File: src/rtl/core/lpht_pkg.sv
// Shared types, codes and constants for the linear probing hash table.
`timescale 1ns / 1ps
`default_nettype none

package lpht_pkg;

	// Default sizing of the table
	localparam int SLOTS_DEF    = 16;
	localparam int KEY_BITS_DEF = 16;

	// Fixed field widths of the transaction payloads
	localparam int KEY_W       = 16;
	localparam int SLOT_W      = 4;
	localparam int STATUS_W    = 3;
	localparam int KEY_COUNT_W = 4;
	localparam int SLOT_VALS   = 1 << SLOT_W;

	typedef enum logic [STATUS_W-1:0] {
		STAT_FOUND     = 3'd0,
		STAT_INSERTED  = 3'd1,
		STAT_OVERFLOW  = 3'd2,
		STAT_DELETED   = 3'd3,
		STAT_DEL_EMPTY = 3'd4
	} status_t;

	typedef enum logic {
		OP_SEARCH_INSERT = 1'b0,
		OP_DELETE        = 1'b1
	} op_t;

	// Table write port source
	typedef enum logic [2:0] {
		WR_NONE   = 3'd0,
		WR_CLEAR  = 3'd1,
		WR_INSERT = 3'd2,
		WR_MOVE   = 3'd3,
		WR_GAP    = 3'd4
	} wr_sel_t;

	// Source of the reported slot
	typedef enum logic [1:0] {
		RS_PTR  = 2'd0,
		RS_SLOT = 2'd1,
		RS_ZERO = 2'd2
	} rslot_t;

	typedef struct packed {
		logic               operation;
		logic [KEY_W-1:0]   key;
		logic [SLOT_W-1:0]  home_slot;
		logic [SLOT_W-1:0]  slot;
	} req_t;

	typedef struct packed {
		logic [STATUS_W-1:0]    status;
		logic [SLOT_W-1:0]      result_slot;
		logic [KEY_COUNT_W-1:0] key_count;
	} rsp_t;

	typedef struct packed {
		logic    ld;
		logic    ptr_adv;
		logic    j_ld;
		logic    cnt_inc;
		logic    cnt_dec;
		logic    clr_adv;
		wr_sel_t wr;
		logic    res_ld;
		status_t res_status;
		rslot_t  res_slot;
		logic    rsp_ld;
	} ctrl_cmd_t;

	typedef struct packed {
		logic occ;
		logic key_hit;
		logic stays;
		logic at_gap;
		logic full;
		logic clr_last;
	} dp_stat_t;

endpackage

`default_nettype wire

File: src/rtl/core/lpht_dp.sv
// Datapath: slot table memory, probe and gap pointers, key count, result registers.
`timescale 1ns / 1ps
`default_nettype none

module lpht_dp #(
	parameter int SLOTS    = lpht_pkg::SLOTS_DEF,
	parameter int KEY_BITS = lpht_pkg::KEY_BITS_DEF
) (
	input  logic                clk,
	input  logic                arst_n,
	input  lpht_pkg::req_t      req,
	input  lpht_pkg::ctrl_cmd_t cmd,
	output lpht_pkg::dp_stat_t  stat,
	output lpht_pkg::rsp_t      rsp
);
	import lpht_pkg::*;

	localparam int SW    = (SLOTS > 1) ? $clog2(SLOTS) : 1;
	localparam int KW    = (KEY_BITS < KEY_W) ? KEY_BITS : KEY_W;
	localparam int ENT_W = 1 + SW + KW;
	localparam logic [SW-1:0] LAST_SLOT = SW'(SLOTS - 1);

	// Entry layout: {occupied, home, key}
	logic [ENT_W-1:0] mem [SLOTS];
	logic [ENT_W-1:0] rd_q;
	logic [SW-1:0]    rd_addr;
	logic             wr_en;
	logic [SW-1:0]    wr_addr;
	logic [ENT_W-1:0] wr_data;

	logic [SW-1:0] mod_tbl [SLOT_VALS];
	logic [SW-1:0] start_slot;

	logic [KW-1:0]       key_q;
	logic [SW-1:0]       home_q;
	logic [SW-1:0]       slot_q;
	logic [SW-1:0]       ptr_q;
	logic [SW-1:0]       j_q;
	logic [SW-1:0]       ptr_below;
	logic [SW-1:0]       cnt_q;
	logic [SW-1:0]       clr_q;
	logic [STATUS_W-1:0] res_status_q;
	logic [SLOT_W-1:0]   res_slot_q;
	rsp_t                rsp_q;

	logic [SW-1:0] rd_home;
	logic          stays;

	// Slot fields reduced modulo the table size
	for (genvar g = 0; g < SLOT_VALS; g++) begin : g_mod
		assign mod_tbl[g] = SW'(g % SLOTS);
	end

	assign start_slot = req.operation ? mod_tbl[req.slot] : mod_tbl[req.home_slot];
	assign ptr_below  = (ptr_q == '0) ? LAST_SLOT : ptr_q - 1'b1;
	assign rd_addr    = cmd.ld ? start_slot : ptr_below;

	always_comb begin
		wr_en   = 1'b0;
		wr_addr = j_q;
		wr_data = '0;
		case (cmd.wr)
			WR_CLEAR: begin
				wr_en   = 1'b1;
				wr_addr = clr_q;
			end
			WR_INSERT: begin
				wr_en   = 1'b1;
				wr_addr = ptr_q;
				wr_data = {1'b1, home_q, key_q};
			end
			WR_MOVE: begin
				wr_en   = 1'b1;
				wr_data = rd_q;
			end
			WR_GAP: begin
				wr_en   = 1'b1;
			end
			default: begin
				wr_en   = 1'b0;
			end
		endcase
	end

	always_ff @(posedge clk) begin
		if (wr_en) begin
			mem[wr_addr] <= wr_data;
		end
		rd_q <= mem[rd_addr];
	end

	// Entry at the probe slot stays put when its home lies cyclically in [ptr, gap)
	assign rd_home = rd_q[ENT_W-2 -: SW];
	always_comb begin
		if (ptr_q < j_q) begin
			stays = (rd_home >= ptr_q) && (rd_home < j_q);
		end else begin
			stays = (rd_home >= ptr_q) || (rd_home < j_q);
		end
	end

	assign stat.occ      = rd_q[ENT_W-1];
	assign stat.key_hit  = (rd_q[KW-1:0] == key_q);
	assign stat.stays    = stays;
	assign stat.at_gap   = (ptr_q == j_q);
	assign stat.full     = (cnt_q >= LAST_SLOT);
	assign stat.clr_last = (clr_q == LAST_SLOT);

	always_ff @(posedge clk) begin
		if (cmd.ld) begin
			key_q  <= req.key[KW-1:0];
			home_q <= mod_tbl[req.home_slot];
			slot_q <= mod_tbl[req.slot];
			ptr_q  <= start_slot;
		end else if (cmd.ptr_adv) begin
			ptr_q  <= ptr_below;
		end
		if (cmd.j_ld) begin
			j_q <= ptr_q;
		end
		if (cmd.res_ld) begin
			res_status_q <= cmd.res_status;
			case (cmd.res_slot)
				RS_PTR:  res_slot_q <= SLOT_W'(ptr_q);
				RS_SLOT: res_slot_q <= SLOT_W'(slot_q);
				default: res_slot_q <= '0;
			endcase
		end
		if (cmd.rsp_ld) begin
			rsp_q.status      <= res_status_q;
			rsp_q.result_slot <= res_slot_q;
			rsp_q.key_count   <= KEY_COUNT_W'(cnt_q);
		end
	end

	always_ff @(posedge clk or negedge arst_n) begin
		if (!arst_n) begin
			cnt_q <= '0;
			clr_q <= '0;
		end else begin
			if (cmd.cnt_inc) begin
				cnt_q <= cnt_q + 1'b1;
			end else if (cmd.cnt_dec) begin
				cnt_q <= cnt_q - 1'b1;
			end
			if (cmd.clr_adv) begin
				clr_q <= clr_q + 1'b1;
			end
		end
	end

	assign rsp = rsp_q;

endmodule

`default_nettype wire

File: src/rtl/core/lpht_ctrl.sv
// Controller: sequences the clearing pass, probing, back-shift deletion and the response.
`timescale 1ns / 1ps
`default_nettype none

module lpht_ctrl (
	input  logic                clk,
	input  logic                arst_n,
	input  logic                req_valid,
	output logic                req_ready,
	input  logic                operation,
	output logic                rsp_valid,
	input  logic                rsp_ready,
	output lpht_pkg::ctrl_cmd_t cmd,
	input  lpht_pkg::dp_stat_t  stat
);
	import lpht_pkg::*;

	typedef enum logic [5:0] {
		ST_CLEAR  = 6'b000001,
		ST_IDLE   = 6'b000010,
		ST_PROBE  = 6'b000100,
		ST_DCHECK = 6'b001000,
		ST_DSCAN  = 6'b010000,
		ST_RESULT = 6'b100000
	} state_t;

	state_t state_q, state_d;
	logic   rsp_valid_q;

	always_comb begin
		state_d        = state_q;
		req_ready      = 1'b0;
		cmd            = '0;
		cmd.wr         = WR_NONE;
		cmd.res_status = STAT_FOUND;
		cmd.res_slot   = RS_PTR;
		unique case (state_q)
			ST_CLEAR: begin
				cmd.wr      = WR_CLEAR;
				cmd.clr_adv = 1'b1;
				if (stat.clr_last) begin
					state_d = ST_IDLE;
				end
			end
			ST_IDLE: begin
				req_ready = 1'b1;
				if (req_valid) begin
					cmd.ld  = 1'b1;
					state_d = (operation == OP_DELETE) ? ST_DCHECK : ST_PROBE;
				end
			end
			ST_PROBE: begin
				if (!stat.occ) begin
					cmd.res_ld = 1'b1;
					if (stat.full) begin
						cmd.res_status = STAT_OVERFLOW;
						cmd.res_slot   = RS_ZERO;
					end else begin
						cmd.wr         = WR_INSERT;
						cmd.cnt_inc    = 1'b1;
						cmd.res_status = STAT_INSERTED;
					end
					state_d = ST_RESULT;
				end else if (stat.key_hit) begin
					cmd.res_ld     = 1'b1;
					cmd.res_status = STAT_FOUND;
					state_d        = ST_RESULT;
				end else begin
					cmd.ptr_adv = 1'b1;
				end
			end
			ST_DCHECK: begin
				if (!stat.occ) begin
					cmd.res_ld     = 1'b1;
					cmd.res_status = STAT_DEL_EMPTY;
					cmd.res_slot   = RS_SLOT;
					state_d        = ST_RESULT;
				end else begin
					// open the gap at the named slot, scan from the one below
					cmd.cnt_dec = 1'b1;
					cmd.j_ld    = 1'b1;
					cmd.ptr_adv = 1'b1;
					state_d     = ST_DSCAN;
				end
			end
			ST_DSCAN: begin
				if (stat.at_gap || !stat.occ) begin
					// close out: empty whatever slot the gap ended in
					cmd.wr         = WR_GAP;
					cmd.res_ld     = 1'b1;
					cmd.res_status = STAT_DELETED;
					cmd.res_slot   = RS_SLOT;
					state_d        = ST_RESULT;
				end else begin
					if (!stat.stays) begin
						cmd.wr   = WR_MOVE;
						cmd.j_ld = 1'b1;
					end
					cmd.ptr_adv = 1'b1;
				end
			end
			ST_RESULT: begin
				if (!rsp_valid_q || rsp_ready) begin
					cmd.rsp_ld = 1'b1;
					state_d    = ST_IDLE;
				end
			end
			default: begin
				state_d = ST_CLEAR;
			end
		endcase
	end

	always_ff @(posedge clk or negedge arst_n) begin
		if (!arst_n) begin
			state_q     <= ST_CLEAR;
			rsp_valid_q <= 1'b0;
		end else begin
			state_q <= state_d;
			if (cmd.rsp_ld) begin
				rsp_valid_q <= 1'b1;
			end else if (rsp_ready) begin
				rsp_valid_q <= 1'b0;
			end
		end
	end

	assign rsp_valid = rsp_valid_q;

endmodule

`default_nettype wire

File: src/rtl/core/linear_probe_hash_table.sv
// Top level of the open-addressed hash table with downward linear probing.
//
//  channel  | handshake            | payload
//  ---------+----------------------+------------------------------------------
//  request  | req_valid/req_ready  | req: operation, key, home_slot, slot
//  response | rsp_valid/rsp_ready  | rsp: status, result_slot, key_count
//
// A search-insert probes slots downward from its home slot; a delete scans the
// slots below the deleted one. The single read port of the slot table reads one
// slot a cycle. After reset a clearing pass empties the table; req_ready stays
// low until it is done. A response waiting on rsp_ready does not block acceptance
// of the next request; the block stalls only when its next response is ready.
`timescale 1ns / 1ps
`default_nettype none

module linear_probe_hash_table #(
	parameter int SLOTS    = lpht_pkg::SLOTS_DEF,
	parameter int KEY_BITS = lpht_pkg::KEY_BITS_DEF
) (
	input  logic           clk,
	input  logic           arst_n,
	input  logic           req_valid,
	output logic           req_ready,
	input  lpht_pkg::req_t req,
	output logic           rsp_valid,
	input  logic           rsp_ready,
	output lpht_pkg::rsp_t rsp
);
	import lpht_pkg::*;

	ctrl_cmd_t cmd;
	dp_stat_t  stat;

	lpht_ctrl u_ctrl (
		.clk       (clk),
		.arst_n    (arst_n),
		.req_valid (req_valid),
		.req_ready (req_ready),
		.operation (req.operation),
		.rsp_valid (rsp_valid),
		.rsp_ready (rsp_ready),
		.cmd       (cmd),
		.stat      (stat)
	);

	lpht_dp #(
		.SLOTS    (SLOTS),
		.KEY_BITS (KEY_BITS)
	) u_dp (
		.clk    (clk),
		.arst_n (arst_n),
		.req    (req),
		.cmd    (cmd),
		.stat   (stat),
		.rsp    (rsp)
	);

endmodule

`default_nettype wire

File: config.mk
export PLATFORM = sky130hd
export DESIGN_NAME = linear_probe_hash_table
export DESIGN_NICKNAME = d
export VERILOG_FILES = /design/src/rtl/core/lpht_pkg.sv /design/src/rtl/core/lpht_dp.sv /design/src/rtl/core/lpht_ctrl.sv /design/src/rtl/core/linear_probe_hash_table.sv
export SDC_FILE = /design/constraint.sdc
export NUM_CORES = 1
export LEC_CHECK = 0
export BUFFER_PORTS_ARGS = -buffer_cell sky130_fd_sc_hd__buf_2
export CAP_MARGIN = 20
export CORE_AREA = 2 2 217 272
export DETAILED_ROUTE_END_ITERATION = 8
export DIE_AREA = 0 0 219 274
export GPL_ROUTABILITY_DRIVEN = 0
export GPL_TIMING_DRIVEN = 0
export PLACE_DENSITY = 0.45
export SYNTH_ARGS = -nofsm -noshare
export SYNTH_HDL_FRONTEND = slang
export SYNTH_SLANG_ARGS = --single-unit
export TNS_END_PERCENT = 50
File: constraint.sdc
create_clock -name clk -period 11.5 [get_ports clk]
set_input_delay 1.725 -clock clk [delete_from_list [all_inputs] [get_ports clk]]
set_output_delay 1.725 -clock clk [all_outputs]
set_load 0.005 [all_outputs]
Word-level counts from Yosys, hierarchy flattened
Memories as Yosys holds them, arrays and structs flattened. A register that Yosys moved wholly into a read port is not among the register bits.
Index checks and enable logic that the tools add are counted.
{ "totals": {"register_bits": 65, "ramBits": 336, "mem_bits_ro": 128, "word_cells": 121, "mem_count": 3} }
{ "op_classes": {"addsub": 4, "order_cmp": 6, "n_eq_ne": 19, "mux": 60, "bitwise": 2, "n_reduce_logical": 13} }
{ "memory_table": {"columns": ["name", "words", "width", "rd", "rd_ports_with_merged_regs", "write_ports", "line_no", "source"], "rows": [
  ["u_dp.mem", 16, 21, 1, 1, 1, "lpht_dp.sv:24", "logic [ENT_W-1:0] mem [SLOTS];"],
  ["(name not given)", 16, 4, 1, 0, 0, "lpht_dp.sv:54", "assign start_slot = req.operation ? mod_tbl[req.slot] : mod_tbl[req.home_slot];"],
  ["(name not given)", 16, 4, 1, 0, 0, "lpht_dp.sv:54", null]
]} }
{ "op_table": {"columns": ["operator", "count"], "rows": [
  ["2-to-1 mux 4 bit", 14],
  ["2-to-1 mux 6 bit", 9],
  ["one-hot mux 21 bit (2 select lines)", 1],
  ["one-hot mux 6 bit (6 select lines)", 1],
  ["2-to-1 mux 1 bit", 20],
  ["one-hot mux 6 bit (3 select lines)", 1],
  ["== test 16 bit", 1],
  ["2-to-1 mux 2 bit", 8],
  ["one-hot mux 4 bit (2 select lines)", 2],
  [">= comparator 5 bit (second input constant)", 2],
  ["inverter 4 -> 5 bit", 2],
  ["one-hot mux 3 bit (3 select lines)", 1],
  ["adder 4 x 1 -> 4 bit (second input constant)", 2],
  ["< comparator 4 bit", 2],
  ["subtractor 4 x 1 -> 4 bit (second input constant)", 2],
  ["== test 3 x 2 -> 1 bit (second input constant)", 2],
  ["== test 6 x 1 -> 1 bit (second input constant)", 1],
  ["== test 6 x 2 -> 1 bit (second input constant)", 1],
  ["== test 6 x 3 -> 1 bit (second input constant)", 1],
  ["== test 6 x 4 -> 1 bit (second input constant)", 1],
  ["== test 6 x 5 -> 1 bit (second input constant)", 1],
  ["== test 6 bit (second input constant)", 1],
  ["nonzero test 2 bit", 3],
  ["AND reduction 5 bit", 1],
  ["19 further kinds", 24]
]} }

Logic depth before layout (Yosys ltp)
Gate-level depths: netlist (run 1).
{ "logic_depth": {"depth_word": 11, "ltp_mapped": 15, "mapped_depth_nobuf": 9} }

By module
A second synthesis (run 1) with hierarchy kept.
{ "unflattened": {"cells_unflattened": 1254, "area_unflattened_um2": 18280.0} }
{ "by_module_without_submodules": {"columns": ["mod", "n_inst", "cells_per_inst", "area_each_um2", "seq_area_each_um2"], "rows": [
  ["lpht_dp", 1, 1187, 17730.8, 12211.7],
  ["lpht_ctrl", 1, 67, 549.3, 176.4]
]} }

Worst setup path after synthesis (run 1)
Ideal clock, no wire load.
{ "synth_timing": {"path_type": "reg2reg", "start": "register u_dp.ptr_q[0]", "end": "memory u_dp.mem[10][0] (netlist name) (enable)", "arrival_ns": 3.475, "setup_slack_ns": 7.619, "stages_incl_launch_ff": 13, "path_buffers": 4, "period_less_slack_ns": 3.881, "path_cell_list": "edfxtp_1 clkbuf_1 clkbuf_1 clkbuf_1 inv_1 ha_1 inv_1 a21oi_1 o21ai_0 maj3_1 a31o_2 clkbuf_1 a21oi_1"} }
{ "synth_between": {"elab_chain_len": 11} }
{ "synth_rtl": {"columns": ["element", "line_no", "source"], "rows": [
  ["from (decl)", "lpht_dp.sv:37", "logic [SW-1:0] ptr_q;"],
  ["from (signal assigned)", "lpht_dp.sv:114", "ptr_q <= start_slot;"],
  ["from (signal assigned)", "lpht_dp.sv:116", "ptr_q <= ptr_below;"],
  [">= comparator 4 bit", "lpht_dp.sv:96, lpht_dp.sv:98", null],
  ["logical OR 1 bit or logical AND 1 bit (tied branches)", "lpht_dp.sv:98, lpht_dp.sv:96", null],
  ["2-to-1 mux 1 bit", "lpht_dp.sv:95", "if (ptr_q < j_q) begin"],
  ["2-to-1 mux 2 bit", "lpht_ctrl.sv:95", "if (!stat.stays) begin"],
  ["2-to-1 mux 3 bit", "lpht_ctrl.sv:87", "if (stat.at_gap || !stat.occ) begin"],
  ["one-hot mux 3 bit (3 select lines)", "lpht_ctrl.sv:37", "unique case (state_q)"],
  ["== test 3 x 1 -> 1 bit (tied with other cells)", "lpht_dp.sv:62", "case (cmd.wr)"],
  ["OR reduction 4 bit (no line)", null, null],
  ["2-to-1 mux 1 bit", "lpht_dp.sv:62", null],
  ["2-to-1 mux 1 bit", "lpht_dp.sv:86", "if (wr_en) begin"],
  ["2-to-1 mux 1 bit (not written as such)", "lpht_dp.sv:87", "mem[wr_addr] <= wr_data;"],
  ["to (decl)", "lpht_dp.sv:24", null]
]} }
Parallel ways exist; a longest one is shown, timed or not.

Final worst setup path (run 1)
{ "layout_timing": {"start": "register u_dp.ptr_q[0]", "end": "register u_dp.rd_q[19] (read register of u_dp.mem)"} }
{ "layout_between": {"elab_chain_len": 3} }
{ "layout_rtl": {"columns": ["element", "line_no", "source"], "rows": [
  ["subtractor 4 x 1 -> 4 bit or logical NOT 4 bit (tied branches)", "lpht_dp.sv:55", "assign ptr_below = (ptr_q == '0) ? LAST_SLOT : ptr_q - 1'b1;"],
  ["2-to-1 mux 4 bit *", "lpht_dp.sv:55", null],
  ["2-to-1 mux 4 bit *", "lpht_dp.sv:56", "assign rd_addr = cmd.ld ? start_slot : ptr_below;"],
  ["net u_dp.rd_addr[1]", "lpht_dp.sv:26", "logic [SW-1:0] rd_addr;"],
  ["to (decl)", "lpht_dp.sv:25", "logic [ENT_W-1:0] rd_q;"]
]} }
Mark *: on every way through the listed nets, which the timed path passes. The rest lies on a longest branch.
A chain may end at the register's enable or synchronous reset.

==> results of run 1 <==
kinds of logic after synthesis:
group,synth area share
flip-flops,0.621
multiplexers,0.0659
adder cells (fa/ha/maj),0.0109
AND/OR/NAND/NOR,0.110
XOR/XNOR,0.0105
buffers and inverters,0.0343
AO/OA/AOI/OAI,0.147
final cells by class:
cell class	count	area (µm²)	area share
flip-flops and latches	422	12400	0.532
multi-input cells	998	7050	0.303
clock buffers	69	1360	0.0584
well taps	757	947	0.0407
repair buffers	64	648	0.0278
plain buffers	121	621	0.0266
clock inverters	21	211	0.00908
inverters	17	63.8	0.00274
diodes	1	2.50	0.000107
registers in the layout, indices dropped and copies added (netlist names):
| name | count |
|---|---|
| u_dp.mem | 336 |
| u_dp.rd_q | 21 |
| u_dp.key_q | 16 |
| u_dp.rsp | 11 |
| u_ctrl.state_q | 6 |
| u_dp.clr_q | 4 |
| u_dp.cnt_q | 4 |
| u_dp.home_q | 4 |
| u_dp.j_q | 4 |
| u_dp.ptr_q | 4 |
| u_dp.res_slot_q | 4 |
| u_dp.slot_q | 4 |
| u_dp.res_status_q | 3 |
| u_ctrl.rsp_valid | 1 |
path summary, 6_finish.rpt:
path                               startpoint                end  slack (ns)  cells past startpoint
min in group asynchronous              arst_n  u_ctrl.state_q[2]        1.03                      1
hold / removal             u_dp.res_slot_q[0]        u_dp.rsp[4]        0.41                      0
setup reg to reg                u_dp.ptr_q[0]      u_dp.rd_q[19]        5.89                     14
max in group asynchronous              arst_n  u_ctrl.state_q[0]       10.15                      1
hold reg to reg            u_dp.res_slot_q[0]        u_dp.rsp[4]        0.41                      0
setup / recovery                u_dp.ptr_q[0]      u_dp.rd_q[19]        5.89                     14
through the flow:
stage	total power [W]	cell area, µm²	setup slack (ns)
finish	0.00423	23300	5.89
CTS	0.00425	23300	5.86
global route	0.00439	23300	5.71
floorplan	0.00237	19900	7.62
detailed placement	0.00271	21700	5.86
global placement	0.00261	21100	4.51
where the power goes:
group	switching (W)	leakage (nW)	internal, W
Combinational	0.000474	3.67	0.000258
Clock	0.000647	0.774	0.000894
Sequential	0.0000774	3.94	0.00188
cell usage in the layout (no fill, tap or decap), types with 21 or more instances in the layout:
cell / count
a21oi_1: 56
o22ai_1: 128
and4_1: 21
clkbuf_16: 48
mux2i_1: 129
a22o_1: 28
clkbuf_1: 78
edfxtp_1: 386
dfxtp_1: 21
o21ai_0: 32
a31oi_1: 87
nor2b_1: 174
nand2_1: 124
a32oi_1: 42
buf_2: 65
routing by layer:
layer | up-vias | share of wire | global-route usage
met5 | - | 0.00014 | 0
met4 | 2 | 0.038 | 0.0843
met3 | 124 | 0.053 | 0.0361
met2 | 485 | 0.50 | 0.401
met1 | 7012 | 0.41 | 0.288
li1 | 6302 | - | -
critical path, cell delays in order (launching register included):
cell and delay [ns]:
edfxtp_1 0.44, clkbuf_1 0.59, clkbuf_1 0.59, clkbuf_1 0.65, inv_1 0.15, ha_1 0.31, clkbuf_1 0.50, clkinv_1 0.61
a21oi_1 0.33, a21oi_2 0.15, and2_4 0.25, buf_6 0.14, buf_8 0.15, a32oi_1 0.40, and4_1 0.26
==> flow_summary_export.csv, run 1 <==
group,metric,value,unit
timing,finalMaxSlewViolations,0,
timing,max_freq,0.178,GHz
cells_and_area,nets,1717,
cts,ctsHoldBuffers,0,
cts,cts.sinks,422,
timing,rsz0062_at_grt,"false",
critical_path,critical_path.max_fanout,10,
timing,final.setup.tns,0,ns
die,placementRows,99,
critical_path,worstPathRequired,12.05,ns
cells_and_area,nFillCells,5474,
cts,cts_setup_buffers,0,
timing,worst_pin_slew,1.08,ns
detailed_routing,vias,13925,
die,start_util,0.345,
global_routing,grt_usage,0.230,
cts,postCtsResizedCells,0,
synth,syn_area_per_cell,12.8,µm²
global_routing,grt_pass1_vias,13696,
detailed_routing,initialDrtViolationCount,1052,
timing,fin_crit_sh,0.487,
power,p_leak,8.39,nW
cts,insertion_delay,0.61,ns
die,die_h,274,µm
global_routing,grt_overflow,0,
placed_design,placed_cells_incl_taps,2376,
synth,synth_seq_cells,422,
cells_and_area,fin_cells,2470,
die,dieArea,60000,µm²
synth,ys_types,75,
timing,period_minus_slack,5.61,ns
timing,setup_violations,0,
detailed_routing,vias_per_cell,5.64,
timing,hold_viol,0,
synth,synth_edf_count,386,
global_routing,antenna_found_initial,1,
status,status,"complete, no violations",
die,coreArea,57700,µm²
synth,synthesis.area,19900,µm²
synth,synth_top_area_frac,0.581,
synth,yosys-top-cells-area,"edfxtp_1 (58%), mux2i_1 (6.5%), nor2b_1 (5.5%)",
synth,syn_inst,1558,
global_routing,grt_pass1_wl,98200,µm
power,power.density,182,nW/µm²
die,die_w,219,µm
cts,cts-buffers-inserted,48,
placed_design,io_buffers,40,
timing,skew,0.0262,ns
timing,fin_hold_ws,0.413,ns
synth,synth.most_common_cell,"edfxtp_1",
cts,htree_num_levels,2,
detailed_routing,ant_nets,0,
cts,cts.path.max_buffers,3,
synth,synth_ff_type,"edfxtp_1",
synth,yosysWarnings,0,
synth,yosysSeqAreaShare,0.621,
cts,cts_tree,"done",
critical_path,start_kind,"flop",
timing,relSlewSlack,0.270,
synth,async_flop_share,0.0355,
power,ir_drop,125,µV
die,ioPinCount,42,
cells_and_area,drive_gt1_frac,0.135,
placed_design,hpwl,48600,µm
synth,synth_common_cells,"edfxtp_1 (386), nor2b_1 (174), mux2i_1 (129)",
job,maxCapViolCount,0,
detailed_routing,route.detailed.wl_per_inst,28.0,µm
cts,clk_pin_slew,0.06,ns
hold_path,hp-class,"reg2reg",
detailed_routing,drc,0,
cts,clockRootBuffer,"clkbuf_16",
synth,syn_nets,1603,
detailed_routing,routed_wirelength,69300,µm
cells_and_area,final_util,0.403,
global_routing,grt_max_degree,30,
detailed_routing,dr.pass1.iters,5,
critical_path,endpoint_kind,"flop",
cells_and_area,area.growth.synth_to_final,16.8,%
synth,synth_top_area_cell,"edfxtp_1",
critical_path,criticalPathCategory,"reg2reg",
critical_path,cp.arrival,6.15,ns
(Power assumes the default switching activity.)
==> run 2: changes to the inputs <==
--- a/config.mk
+++ b/config.mk
@@ -5,14 +5,15 @@
 export SDC_FILE = /design/constraint.sdc
 export NUM_CORES = 1
 export LEC_CHECK = 0
+export ABC_AREA = 1
 export BUFFER_PORTS_ARGS = -buffer_cell sky130_fd_sc_hd__buf_2
 export CAP_MARGIN = 20
-export CORE_AREA = 2 2 217 272
+export CORE_AREA = 2 2 210 264
 export DETAILED_ROUTE_END_ITERATION = 8
-export DIE_AREA = 0 0 219 274
+export DIE_AREA = 0 0 212 266
 export GPL_ROUTABILITY_DRIVEN = 0
 export GPL_TIMING_DRIVEN = 0
-export PLACE_DENSITY = 0.45
+export PLACE_DENSITY = 0.47
 export SYNTH_ARGS = -nofsm -noshare
 export SYNTH_HDL_FRONTEND = slang
 export SYNTH_SLANG_ARGS = --single-unit
==> constraint.sdc (replaced) <==
create_clock -name clk -period 4.7 [get_ports clk]
set_input_delay 0.705 -clock clk [delete_from_list [all_inputs] [get_ports clk]]
set_output_delay 0.705 -clock clk [all_outputs]
set_load 0.005 [all_outputs]
==> run 2 against run 1 <==
Net effect: power rose to 2.6 times the previous value; area after synthesis down 6.4%; die area down 6.0%; count of clock-buffer cells in the layout down 3; hold slack worse by 0.37 ns; synthesized cell count up 8.3%; first-iteration DRC count up 4.5%; setup slack worse by 4.7 ns; fmax up 58%; critical path type unchanged; critical endpoint is now u_dp.mem[7][13]; highest routed layer is now met4.
==> flow_summary_export.csv, run 2 <==
group,metric,value,unit
timing,fin_hold_ws,0.0389,ns
cts,cts_setup_buffers,0,
cells_and_area,final_area,21600,µm²
critical_path,rr_endpoint,"u_dp.mem[7][13]",
critical_path,worstPathRequired,4.91,ns
detailed_routing,routed_wirelength,59100,µm
cells_and_area,regMostFlops,"u_dp.mem",
hold_path,hp-class,"in2async",
cts,insertion_delay,0.60,ns
timing,hold_viol,0,
detailed_routing,route.detailed.wl_per_inst,23.0,µm
detailed_routing,vias,12799,
cts,htree_num_levels,2,
synth,yosys-top-cells-area,"edfxtp_1 (62%), nand3_1 (9.3%), nand3b_1 (5.9%)",
timing,worst_slack,1.16,ns
synth,yosysSeqAreaShare,0.664,
timing,skew,0.0148,ns
placed_design,io_buffers,41,
cells_and_area,drive_gt1_frac,0.125,
die,ioPinCount,42,
global_routing,grt_usage,0.213,
timing,period_minus_slack,3.54,ns
synth,syn_nets,1732,
synth,yosysWarnings,0,
die,dieArea,56400,µm²
synth,synth_top_area_cell,"edfxtp_1",
synth,synth.most_common_cell,"edfxtp_1",
synth,synth_common_cells,"edfxtp_1 (386), nand3_1 (346), nand2_1 (264)",
die,placementRows,96,
power,power.density,507,nW/µm²
critical_path,cp.arrival,3.75,ns
timing,worst_pin_slew,1.09,ns
placed_design,dp_slack,1.16,ns
synth,synth_edf_count,386,
synth,synthesis.area,18700,µm²
synth,synth_top_area_frac,0.621,
synth,synth_ff_type,"edfxtp_1",
cells_and_area,final_cell_mix,"edfxtp_1 (386), nand3_1 (346), nand2_1 (264)",
timing,finalMaxSlewViolations,0,
global_routing,grt_pass1_vias,12919,
cts,cts-buffers-inserted,46,
detailed_routing,dr.pass1.iters,6,
timing,relSlewSlack,0.273,
job,maxCapViolCount,0,
cells_and_area,nets,1840,
timing,final.setup.tns,0,ns
cts,cts_tree,"done",
synth,syn_inst,1687,
detailed_routing,ant_nets,0,
timing,max_freq,0.282,GHz
status,status,"complete, no violations",
cells_and_area,nFillCells,5246,
global_routing,grt_overflow,0,
cts,cts.sinks,422,
timing,rsz0062_at_grt,"false",
cts,cts.path.max_buffers,3,
global_routing,grt_max_degree,28,
synth,async_flop_share,0.0355,
synth,ys_types,36,
cells_and_area,largestRegisters,"u_dp.mem: 336 flops, u_dp.rd_q: 21 flops, u_dp.key_q: 16 flops",
cts,clockRootBuffer,"clkbuf_16",
detailed_routing,initialDrtViolationCount,1099,
cells_and_area,area.growth.synth_to_final,15.6,%
die,die_h,266,µm
placed_design,hpwl,40200,µm
cells_and_area,largest_reg_flops,336,
critical_path,criticalPathCategory,"reg2reg",
cts,clk_pin_slew,0.06,ns
power,ir_drop,239,µV
global_routing,grt_pass1_wl,85300,µm
power,p_leak,8.72,nW
critical_path,critical_path.max_fanout,21,
timing,setup_violations,0,
synth,syn_area_per_cell,11.1,µm²
detailed_routing,vias_per_cell,4.99,
critical_path,worst-r2r-cell-count,13,
cts,postCtsResizedCells,0,
timing,fin_crit_sh,0.754,
die,coreArea,54200,µm²
synth,synth_seq_cells,422,
critical_path,endpoint_kind,"flop",
cells_and_area,final_common_cell,"edfxtp_1",
critical_path,rrSetupSlack,1.16,ns
die,start_util,0.345,
cts,ctsHoldBuffers,0,
critical_path,r2r_start,"u_dp.ptr_q[0]",
global_routing,antenna_found_initial,0,
detailed_routing,drc,0,
placed_design,place_area,20100,µm²
power,totalPowerFinal,0.0109,W
critical_path,start_kind,"flop",
die,die_w,212,µm
-- run 2: changes by cell type in the layout (fill, tap and decap cells not counted), sizes merged, moves of 129 or more --
cell,before,now
nand3,8,348
nor2b,175,0
inv,17,255
nand3b,4,147
nand2,125,268
mux2i,129,0
-- run 2: kinds of logic after synthesis --
family                   after synthesis  share of synthesized area
flip-flops                           422                      0.664
XOR/XNOR                              15                    0.00704
AND/OR/NAND/NOR                      834                      0.226
buffers and inverters                344                     0.0751
AO/OA/AOI/OAI                         55                     0.0164
multiplexers                           1                   0.000603
adder cells (fa/ha/maj)               16                     0.0111
-- run 2: how the worst max path moves through the flow --
stage	end	startpoint
floorplan	u_dp.mem[0][0]	u_dp.ptr_q[0]
global placement	u_dp.mem[6][3]	u_dp.ptr_q[0]
detailed placement	u_dp.mem[4][3]	u_ctrl.state_q[5]
CTS	u_dp.mem[4][13]	u_ctrl.state_q[5]
global route	u_dp.mem[7][13]	u_ctrl.state_q[1]
finish	u_dp.mem[7][13]	u_dp.ptr_q[0]
-- run 2: layout make-up --
class                      instances  area [µm²]  area share
antenna                            1        2.50    0.000116
buffer                            89         445      0.0206
tap                              735         920      0.0426
inverter                         255         957      0.0444
multi-input combinational        921        5010       0.232
sequential                       422       12400       0.574
timing repair buffer              60         418      0.0194
clock buffer                      66        1300      0.0601
clock inverter                    18         134     0.00621
-- run 2: stage by stage --
| step | util | std cells |
|---|---|---|
| after detailed placement | 0.372 | 2480 |
| after floorplan | - | 1687 |
| final | 0.398 | 2567 |
| after global placement | 0.365 | 2463 |
| after global routing | 0.398 | 2566 |
| after CTS | 0.398 | 2564 |
-- run 2: routing by layer --
layer / share of wire / global-route usage / vias to the layer above
met4: 0.047 / 0.101 / 0
met5: 0 / 0 / -
met3: 0.045 / 0.0225 / 134
met2: 0.50 / 0.376 / 368
li1: - / - / 6000
met1: 0.41 / 0.258 / 6297
-- run 2: worst max-delay path, cell delays in order (launching register included) --
cell and delay [ns]:
edfxtp_1 0.48, inv_1 0.20, ha_1 0.26, nand2_1 0.06, nor2_1 0.04, nor2_1 0.12, inv_1 0.05, nor2_1 0.13
inv_1 0.13, nor2_2 0.20, nand2_1 0.10, nand2_2 0.12, nand3_1 0.38, nor2_4 0.87
-- run 2: where the power goes --
| part | leakage, nW | total [W] | internal [W] | switching, W |
|---|---|---|---|---|
| clock | 0.703 | 0.00348 | 0.00198 | 0.00151 |
| sequential | 4.25 | 0.00481 | 0.00463 | 0.000183 |
| combinational | 3.78 | 0.00263 | 0.000715 | 0.00192 |
